--- src/design/rcfv_pkg.sv ---
// Package for the RC frame validator: configuration and stream word types,
// register indexes, framing constants and the CRC-8 byte update.
// No dependencies; imported by the input register, the checker and the top level.
`timescale 1ns / 1ps

package rcfv_pkg;

  localparam int unsigned CFG_IDX_W = 2;
  localparam int unsigned POS_W     = 9;
  localparam int unsigned COUNT_W   = POS_W + 1;

  localparam logic [CFG_IDX_W-1:0] CFG_SYNC_PRIMARY   = 2'd0;
  localparam logic [CFG_IDX_W-1:0] CFG_SYNC_ALTERNATE = 2'd1;
  localparam logic [CFG_IDX_W-1:0] CFG_MAX_PAYLOAD    = 2'd2;

  localparam logic [7:0] SYNC_PRIMARY_RST   = 8'd200;
  localparam logic [7:0] SYNC_ALTERNATE_RST = 8'd238;
  localparam logic [7:0] MAX_PAYLOAD_RST    = 8'd60;

  localparam logic [7:0]         CRC_POLY  = 8'hD5;
  localparam logic [7:0]         TYPE_BAD  = 8'hFF;
  localparam logic [7:0]         LEN_MIN   = 8'd2;
  localparam logic [COUNT_W-1:0] MIN_BYTES = 10'd4;
  localparam logic [POS_W-1:0]   POS_MAX   = 9'd511;

  typedef struct packed {
    logic [7:0] sync_primary;
    logic [7:0] sync_alternate;
    logic [7:0] max_payload;
  } cfg_t;

  typedef struct packed {
    logic [7:0] data_byte;
    logic       last_byte;
  } byte_word_t;

  // One byte through the MSB-first CRC-8, eight shift steps.
  function automatic logic [7:0] crc8_byte(input logic [7:0] crc, input logic [7:0] b);
    logic [7:0] c;
    c = crc ^ b;
    for (int k = 0; k < 8; k++) begin
      if (c[7]) begin
        c = {c[6:0], 1'b0} ^ CRC_POLY;
      end else begin
        c = {c[6:0], 1'b0};
      end
    end
    return c;
  endfunction

endpackage

--- src/design/rcfv_byte_if.sv ---
// Stream interface carrying one buffer byte and its last marker per word.
// Depends on nothing; used by the validator top level.
`timescale 1ns / 1ps

interface rcfv_byte_if;
  logic       valid;
  logic       ready;
  logic [7:0] data_byte;
  logic       last_byte;

  modport source (output valid, output data_byte, output last_byte, input ready);
  modport sink (input valid, input data_byte, input last_byte, output ready);
endinterface

--- src/design/rcfv_result_if.sv ---
// Stream interface carrying one frame check result per word.
// Depends on nothing; used by the validator top level.
`timescale 1ns / 1ps

interface rcfv_result_if;
  logic       valid;
  logic       ready;
  logic       frame_valid;
  logic [7:0] frame_type;

  modport source (output valid, output frame_valid, output frame_type, input ready);
  modport sink (input valid, input frame_valid, input frame_type, output ready);
endinterface

--- src/design/rcfv_in_stage.sv ---
// Input register of the validator: captures one byte word per cycle while the checker takes words.
// Depends on rcfv_pkg.
`timescale 1ns / 1ps

module rcfv_in_stage (
  input  logic                clk_i,
  input  logic                rst_ni,
  input  logic                in_valid_i,
  output logic                in_ready_o,
  input  rcfv_pkg::byte_word_t in_word_i,
  output logic                word_valid_o,
  input  logic                word_ready_i,
  output rcfv_pkg::byte_word_t word_o
);
  import rcfv_pkg::*;

  logic       valid_q, valid_d;
  byte_word_t word_q;
  logic       load;

  assign in_ready_o = !valid_q || word_ready_i;
  assign load       = in_valid_i && in_ready_o;

  always_comb begin
    valid_d = valid_q;
    if (load) begin
      valid_d = 1'b1;
    end else if (word_ready_i) begin
      valid_d = 1'b0;
    end
  end

  always_ff @(posedge clk_i or negedge rst_ni) begin
    if (!rst_ni) begin
      valid_q <= 1'b0;
    end else begin
      valid_q <= valid_d;
    end
  end

  always_ff @(posedge clk_i) begin
    if (load) begin
      word_q <= in_word_i;
    end
  end

  assign word_valid_o = valid_q;
  assign word_o       = word_q;
endmodule

--- src/design/rcfv_checker.sv ---
// Frame state and result register: tracks header, length and CRC byte by byte
// and registers the verdict on the last byte. Depends on rcfv_pkg.
`timescale 1ns / 1ps

module rcfv_checker (
  input  logic                 clk_i,
  input  logic                 rst_ni,
  input  rcfv_pkg::cfg_t       cfg_i,
  input  logic                 word_valid_i,
  output logic                 word_ready_o,
  input  rcfv_pkg::byte_word_t word_i,
  output logic                 res_valid_o,
  input  logic                 res_ready_i,
  output logic                 frame_valid_o,
  output logic [7:0]           frame_type_o
);
  import rcfv_pkg::*;

  logic [POS_W-1:0]   pos_q, pos_d;
  logic [7:0]         len_q, len_n;
  logic [7:0]         crc_q, crc_n;
  logic               hdr_q, hdr_n;
  logic [7:0]         type_q, type_n;
  logic               chk_q, chk_n;
  logic               res_valid_q, res_valid_d;
  logic               res_fv_q, res_fv_d;
  logic [7:0]         res_type_q, res_type_d;
  logic               fire;
  logic [7:0]         b;
  logic [COUNT_W-1:0] count;
  logic               size_ok;

  // A word that produces no result never waits on the output side.
  assign word_ready_o = !word_i.last_byte || !res_valid_q || res_ready_i;
  assign fire         = word_valid_i && word_ready_o;
  assign b            = word_i.data_byte;

  always_comb begin
    hdr_n  = hdr_q;
    len_n  = len_q;
    crc_n  = crc_q;
    type_n = type_q;
    chk_n  = chk_q;
    if (pos_q == '0) begin
      hdr_n = (b == cfg_i.sync_primary) || (b == cfg_i.sync_alternate);
    end else if (pos_q == 9'd1) begin
      len_n = b;
      if (b < LEN_MIN || {1'b0, b} > ({1'b0, cfg_i.max_payload} + 9'd2)) begin
        hdr_n = 1'b0;
      end
    end else begin
      if (pos_q == 9'd2) begin
        type_n = b;
      end
      if (pos_q <= {1'b0, len_q}) begin
        crc_n = crc8_byte(crc_q, b);
      end else if (pos_q == ({1'b0, len_q} + 9'd1)) begin
        chk_n = (crc_q == b);
      end
    end
  end

  assign count   = {1'b0, pos_q} + 10'd1;
  assign size_ok = hdr_n && (count >= MIN_BYTES);
  assign pos_d   = (pos_q == POS_MAX) ? pos_q : pos_q + 9'd1;

  always_comb begin
    res_valid_d = res_valid_q;
    res_fv_d    = res_fv_q;
    res_type_d  = res_type_q;
    if (res_ready_i) begin
      res_valid_d = 1'b0;
    end
    if (fire && word_i.last_byte) begin
      res_valid_d = 1'b1;
      res_fv_d    = size_ok && (count >= ({2'b00, len_n} + 10'd2)) && chk_n &&
                    (type_n != TYPE_BAD);
      res_type_d  = size_ok ? type_n : TYPE_BAD;
    end
  end

  always_ff @(posedge clk_i or negedge rst_ni) begin
    if (!rst_ni) begin
      pos_q       <= '0;
      len_q       <= '0;
      crc_q       <= '0;
      hdr_q       <= 1'b0;
      type_q      <= TYPE_BAD;
      chk_q       <= 1'b0;
      res_valid_q <= 1'b0;
    end else begin
      res_valid_q <= res_valid_d;
      if (fire) begin
        if (word_i.last_byte) begin
          pos_q  <= '0;
          len_q  <= '0;
          crc_q  <= '0;
          hdr_q  <= 1'b0;
          type_q <= TYPE_BAD;
          chk_q  <= 1'b0;
        end else begin
          pos_q  <= pos_d;
          len_q  <= len_n;
          crc_q  <= crc_n;
          hdr_q  <= hdr_n;
          type_q <= type_n;
          chk_q  <= chk_n;
        end
      end
    end
  end

  always_ff @(posedge clk_i) begin
    res_fv_q   <= res_fv_d;
    res_type_q <= res_type_d;
  end

  assign res_valid_o   = res_valid_q;
  assign frame_valid_o = res_fv_q;
  assign frame_type_o  = res_type_q;
endmodule

--- src/design/rc_frame_validator.sv ---
// Top level of the RC frame validator: configuration registers, input
// register and frame checker. Depends on rcfv_pkg, rcfv_byte_if,
// rcfv_result_if, rcfv_in_stage and rcfv_checker.
// Usage: bytes of a received buffer enter on in_byte, one word per cycle while
// in_byte.ready is high, with last_byte set on the final byte of the buffer. For every buffer one
// result word leaves on out_result: frame_valid and the frame type (255 when
// the header is bad or the buffer is too short). Bytes without the last mark
// produce nothing.
// A last byte accepted into the input register moves on to the result register
// once the output is free, and its result word is then offered on out_result.
// Bytes flow at one per cycle while no stall holds them, set by the single pass of
// header, length and eight-step CRC logic between the two registers.
// The sync bytes and the largest payload are written through cfg_we_i,
// cfg_idx_i and cfg_data_i; the user must write them only while no buffer is in
// flight, which the block itself does not enforce; other indexes are ignored.
// Reset clears the frame state and restores the register defaults (200, 238,
// 60); no result is pending afterwards.
// When the receiver stalls, the result word holds; non-final bytes keep
// flowing, and a final byte waits in the input register until the result
// has been taken.
`timescale 1ns / 1ps

module rc_frame_validator (
  input  logic                             clk_i,
  input  logic                             rst_ni,
  rcfv_byte_if.sink                        in_byte,
  rcfv_result_if.source                    out_result,
  input  logic                             cfg_we_i,
  input  logic [rcfv_pkg::CFG_IDX_W-1:0]   cfg_idx_i,
  input  logic [7:0]                       cfg_data_i
);
  import rcfv_pkg::*;

  cfg_t       cfg_q, cfg_d;
  byte_word_t in_word, word;
  logic       word_valid, word_ready;

  always_comb begin
    cfg_d = cfg_q;
    if (cfg_we_i) begin
      unique case (cfg_idx_i)
        CFG_SYNC_PRIMARY:   cfg_d.sync_primary   = cfg_data_i;
        CFG_SYNC_ALTERNATE: cfg_d.sync_alternate = cfg_data_i;
        CFG_MAX_PAYLOAD:    cfg_d.max_payload    = cfg_data_i;
        default:            cfg_d = cfg_q;
      endcase
    end
  end

  always_ff @(posedge clk_i or negedge rst_ni) begin
    if (!rst_ni) begin
      cfg_q.sync_primary   <= SYNC_PRIMARY_RST;
      cfg_q.sync_alternate <= SYNC_ALTERNATE_RST;
      cfg_q.max_payload    <= MAX_PAYLOAD_RST;
    end else begin
      cfg_q <= cfg_d;
    end
  end

  assign in_word.data_byte = in_byte.data_byte;
  assign in_word.last_byte = in_byte.last_byte;

  rcfv_in_stage u_in_stage (
    .clk_i        (clk_i),
    .rst_ni       (rst_ni),
    .in_valid_i   (in_byte.valid),
    .in_ready_o   (in_byte.ready),
    .in_word_i    (in_word),
    .word_valid_o (word_valid),
    .word_ready_i (word_ready),
    .word_o       (word)
  );

  rcfv_checker u_checker (
    .clk_i         (clk_i),
    .rst_ni        (rst_ni),
    .cfg_i         (cfg_q),
    .word_valid_i  (word_valid),
    .word_ready_o  (word_ready),
    .word_i        (word),
    .res_valid_o   (out_result.valid),
    .res_ready_i   (out_result.ready),
    .frame_valid_o (out_result.frame_valid),
    .frame_type_o  (out_result.frame_type)
  );
endmodule

--- src/flat_wrapper.sv ---
// flat-port wrapper written by rule: the top's interface ports become plain ports
module rc_frame_validator_flat import rcfv_pkg::*;
  (clk_i, rst_ni, cfg_we_i, cfg_idx_i, cfg_data_i, in_byte_valid, in_byte_data_byte, in_byte_last_byte, in_byte_ready, out_result_valid, out_result_frame_valid, out_result_frame_type, out_result_ready);
  rcfv_byte_if in_byte_i ();
  rcfv_result_if out_result_i ();
  input  logic clk_i;
  input  logic rst_ni;
  input  logic cfg_we_i;
  input  logic [rcfv_pkg::CFG_IDX_W-1:0] cfg_idx_i;
  input  logic [7:0] cfg_data_i;
  input wire logic [$bits(in_byte_i.valid)-1:0] in_byte_valid;
  input wire logic [$bits(in_byte_i.data_byte)-1:0] in_byte_data_byte;
  input wire logic [$bits(in_byte_i.last_byte)-1:0] in_byte_last_byte;
  output wire logic [$bits(in_byte_i.ready)-1:0] in_byte_ready;
  output wire logic [$bits(out_result_i.valid)-1:0] out_result_valid;
  output wire logic [$bits(out_result_i.frame_valid)-1:0] out_result_frame_valid;
  output wire logic [$bits(out_result_i.frame_type)-1:0] out_result_frame_type;
  input wire logic [$bits(out_result_i.ready)-1:0] out_result_ready;
  assign in_byte_i.valid = in_byte_valid;
  assign in_byte_i.data_byte = in_byte_data_byte;
  assign in_byte_i.last_byte = in_byte_last_byte;
  assign in_byte_ready = in_byte_i.ready;
  assign out_result_valid = out_result_i.valid;
  assign out_result_frame_valid = out_result_i.frame_valid;
  assign out_result_frame_type = out_result_i.frame_type;
  assign out_result_i.ready = out_result_ready;
  rc_frame_validator u_core (.clk_i(clk_i), .rst_ni(rst_ni), .in_byte(in_byte_i), .out_result(out_result_i), .cfg_we_i(cfg_we_i), .cfg_idx_i(cfg_idx_i), .cfg_data_i(cfg_data_i));
endmodule
--- config.mk ---
export PLATFORM = sky130hd
export DESIGN_NAME = rc_frame_validator_flat
export DESIGN_NICKNAME = d
export VERILOG_FILES = /design/src/design/rcfv_pkg.sv /design/src/design/rcfv_byte_if.sv /design/src/design/rcfv_result_if.sv /design/src/design/rcfv_in_stage.sv /design/src/design/rcfv_checker.sv /design/src/design/rc_frame_validator.sv /design/src/flat_wrapper.sv
export SDC_FILE = /design/constraint.sdc
export NUM_CORES = 1
export LEC_CHECK = 0
export BUFFER_PORTS_ARGS = -buffer_cell sky130_fd_sc_hd__buf_2
export CAP_MARGIN = 15
export CORE_ASPECT_RATIO = 0.75
export CORE_MARGIN = 2
export CORE_UTILIZATION = 30
export CTS_CLUSTER_SIZE = 28
export DETAILED_ROUTE_END_ITERATION = 7
export GPL_ROUTABILITY_DRIVEN = 1
export PLACE_DENSITY = 0.42
export SYNTH_ARGS = -nofsm -noshare
export SYNTH_HDL_FRONTEND = slang
export SYNTH_SLANG_ARGS = --single-unit
--- constraint.sdc ---
create_clock -name clk_i -period 5.2 [get_ports clk_i]
set_input_delay 0.26 -clock clk_i [delete_from_list [all_inputs] [get_ports clk_i]]
set_output_delay 0.26 -clock clk_i [all_outputs]
set_load 0.01 [all_outputs]
==> metrics.txt <==
met3 Use GR 0.02824; clk_lat worst skew approximately 0.34 ns; status finished, final reports clean; final antenna-violating net count 0; Vias/cell 5.111; Place WS roughly 1.2 ns; Die ar. roughly 19000 um2; CTS tree yes; Iteration-0 DRC Markers 319; syn nets between 500 and 600; global-route wire length before repair between 20000 and 25000 um; Setup CP Type flip-flop to flip-flop; Post-synth EDFFs 18; Synth area leaders dfrtp_1 19%, dfstp_2 11%, edfxtp_1 10%; final hold violation count 0; RSZ-0062 raised after global routing no; Mapped Cells 502; CP Max Fanout 9; die height 118.6 um; total of max-cap violations 0; Placeable Area around 17000 um2; ratio of cells with drive above 1 in the final layout 0.2121; post-cts resize count 0; max_slew headroom 0.3912; most frequent cells in the layout 40 x dfrtp_1, 38 x xor2_1, 36 x nand2_1; number of buffers created by CTS 9; die width about 160 um; clk sinks roughly 80; Post-Syn Area per Cell around 10 um2; Syn-to-layout area delta 12.70%; floorplan row count 41; Residual DRC 0; Min-Delay Path Class input pin to async pin; Synth top area share 0.1907; largest net degree at the start of global routing 62; IO Pins 35; IO Port Bufs 34; CTS Hold Buffers Added 0; most common cell after layout, fill and taps aside dfrtp_1; CTS H-tree lvls 3; slew of the pin with the lowest slew margin about 0.91 ns; final setup fails 0; diode count 0; gpl congestion between 0.8 and 0.9; crit path DAT 4.13 ns; sequential area share after synthesis 0.3987; flops & latches, synth between 70 and 80; asr flop ratio synth 0.7722; clock period minus final worst setup slack a little over 4 ns; Clk pin slew, worst setup/hold paths 0.07 ns; busiest metal layer after global routing met1; Max Clock Skew 0.01007 ns; Clock Tree Root clkbuf_16; Syn. warnings 0; Peak supply drop between 0.0001 and 0.00015 V; final-report max-slew violation count 0; met2 Usage GRT 0.2399; worst r2r src u_core.u_checker.pos_q[4]; Worst R2R Path Depth 13; CP Launch Type flip-flop; post-CTS setup repair buffer count 0; total gr overflow 0; period utilization 0.7772; met1 global-route usage 0.2527; pwr/cell area ~430 nW/um2; initial antenna violation count 0; FF-to-FF End u_core.u_checker.frame_valid_o; fmax between 0.2 and 0.25 GHz; Starting Density 0.3092; Avg WL per Cell roughly 19 um; CTS Buffer Depth 2; dpl hpwl around 11000 um; Setup TNS 0 ns; synth unique cells 72; total number of vias 3905; Worst setup EP type flip-flop; GRT Overall Usage 0.1646; Main synth FF type dfrtp_1; vias in the first global route 3961; Worst Path Required 5.29 ns; Cell Area, Synth between 5000 and 6000 um2; Setup WS post-layout between 1 and 1.5 ns; Final #Nets just under 600; reg2reg setup slack roughly 1.2 ns; final WL approximately 15000 um; Initial DRT Pass Iterations 4; leakage around 2.5 nW; post-synth top area cell dfrtp_1
## power breakdown
group	switching, W	internal, W	total, W
sequential	0.000141	0.000752	0.000893
clock	0.000278	0.000374	0.000652
combinational	0.000530	0.000441	0.000971
## cells by family after synthesis
family          synth area share
compound gates            0.1225
xor+xnor                  0.1235
fa+ha+maj                0.08103
buf+inv                  0.04194
flops                     0.3987
mux                      0.08437
simple gates              0.1480
## through the flow
stage	instances	util	instance area (um2)	hold slack, ns	power, W
after global placement	748	0.3303	5608	0.4371	0.001880
after floorplan	502	-	5250	-0.03559	0.001643
final	764	0.3485	5917	0.09191	0.002516
after global routing	764	0.3485	5917	0.07110	0.002694
after detailed placement	748	0.3303	5608	0.4410	0.001868
after CTS	764	0.3485	5917	0.07797	0.002537
## registers in the layout, indices dropped and copies added, names as in the netlist
signal and count:
u_core.u_in_stage.word_valid_o 1, u_core.u_checker.crc_q 8, u_core.u_checker.pos_q 9, u_core.cfg_q 24, u_core.u_checker.len_q 8, u_core.u_checker.frame_type_o 8, u_core.u_in_stage.word_o 9, u_core.u_checker.type_q 8
u_core.u_checker.frame_valid_o 1, u_core.u_checker.hdr_q 1, u_core.u_checker.chk_q 1, u_core.u_checker.res_valid_o 1
## cell type report
cell class	count	area (um2)
fillers	1745	11060
clock buffers	11	264.0
inverters	24	90.09
well taps	236	295.3
multi-input cells	372	2937
repair buffers	37	192.7
flip-flops and latches	79	2093
clock inverters	5	45.04
## Yosys cell counts, types with 9 or more instances
master / instances
dfstp_2: 21
xnor2_1: 26
nand4_1: 16
mux2_2: 24
nand2_1: 36
inv_1: 24
buf_2: 9
edfxtp_1: 18
xor2_1: 38
nor2_1: 19
o21ai_0: 16
nand3_1: 12
mux2i_1: 15
dfrtp_1: 40
nor4_1: 9
clkbuf_1: 12
nor3_1: 9
ha_1: 34
## per-layer routing
| layer | share of wire | wire (um) | vias up |
|---|---|---|---|
| met1 | 0.52 | 7602 | 1946 |
| met2 | 0.43 | 6319 | 68 |
| li1 | - | - | 1878 |
| met5 | 0 | 0 | - |
| met4 | 0.0083 | 122 | 0 |
| met3 | 0.040 | 585 | 13 |
## worst max-delay path, cell delays in order, from the launching register on
cell      delay (ns)
dfrtp_1         0.47
nor4_2          0.59
nand4b_1        0.62
mux2i_1         0.49
inv_1           0.08
ha_1            0.24
nand2_1         0.08
xnor2_1         0.08
ha_1            0.32
a21o_1          0.18
a211oi_1        0.26
o21a_1          0.15
o21ai_0         0.10
o2111a_1        0.13
## worst max path at each step
| stage | startpoint | slack [ns] | end | depth (start not counted) |
|---|---|---|---|---|
| floorplan | u_core.u_checker.pos_q[7] | 2.01 | u_core.u_checker.frame_valid_o | 15 |
| global placement | u_core.u_checker.pos_q[2] | 1.36 | u_core.u_checker.frame_valid_o | 13 |
| detailed placement | u_core.u_checker.pos_q[2] | 1.24 | u_core.u_checker.frame_valid_o | 13 |
| CTS | u_core.u_checker.pos_q[4] | 1.21 | u_core.u_checker.frame_valid_o | 13 |
| global route | u_core.u_checker.pos_q[2] | 0.90 | u_core.u_checker.frame_valid_o | 13 |
| finish | u_core.u_checker.pos_q[4] | 1.16 | u_core.u_checker.frame_valid_o | 13 |
Note: power is estimated with default switching activity, not from simulation.
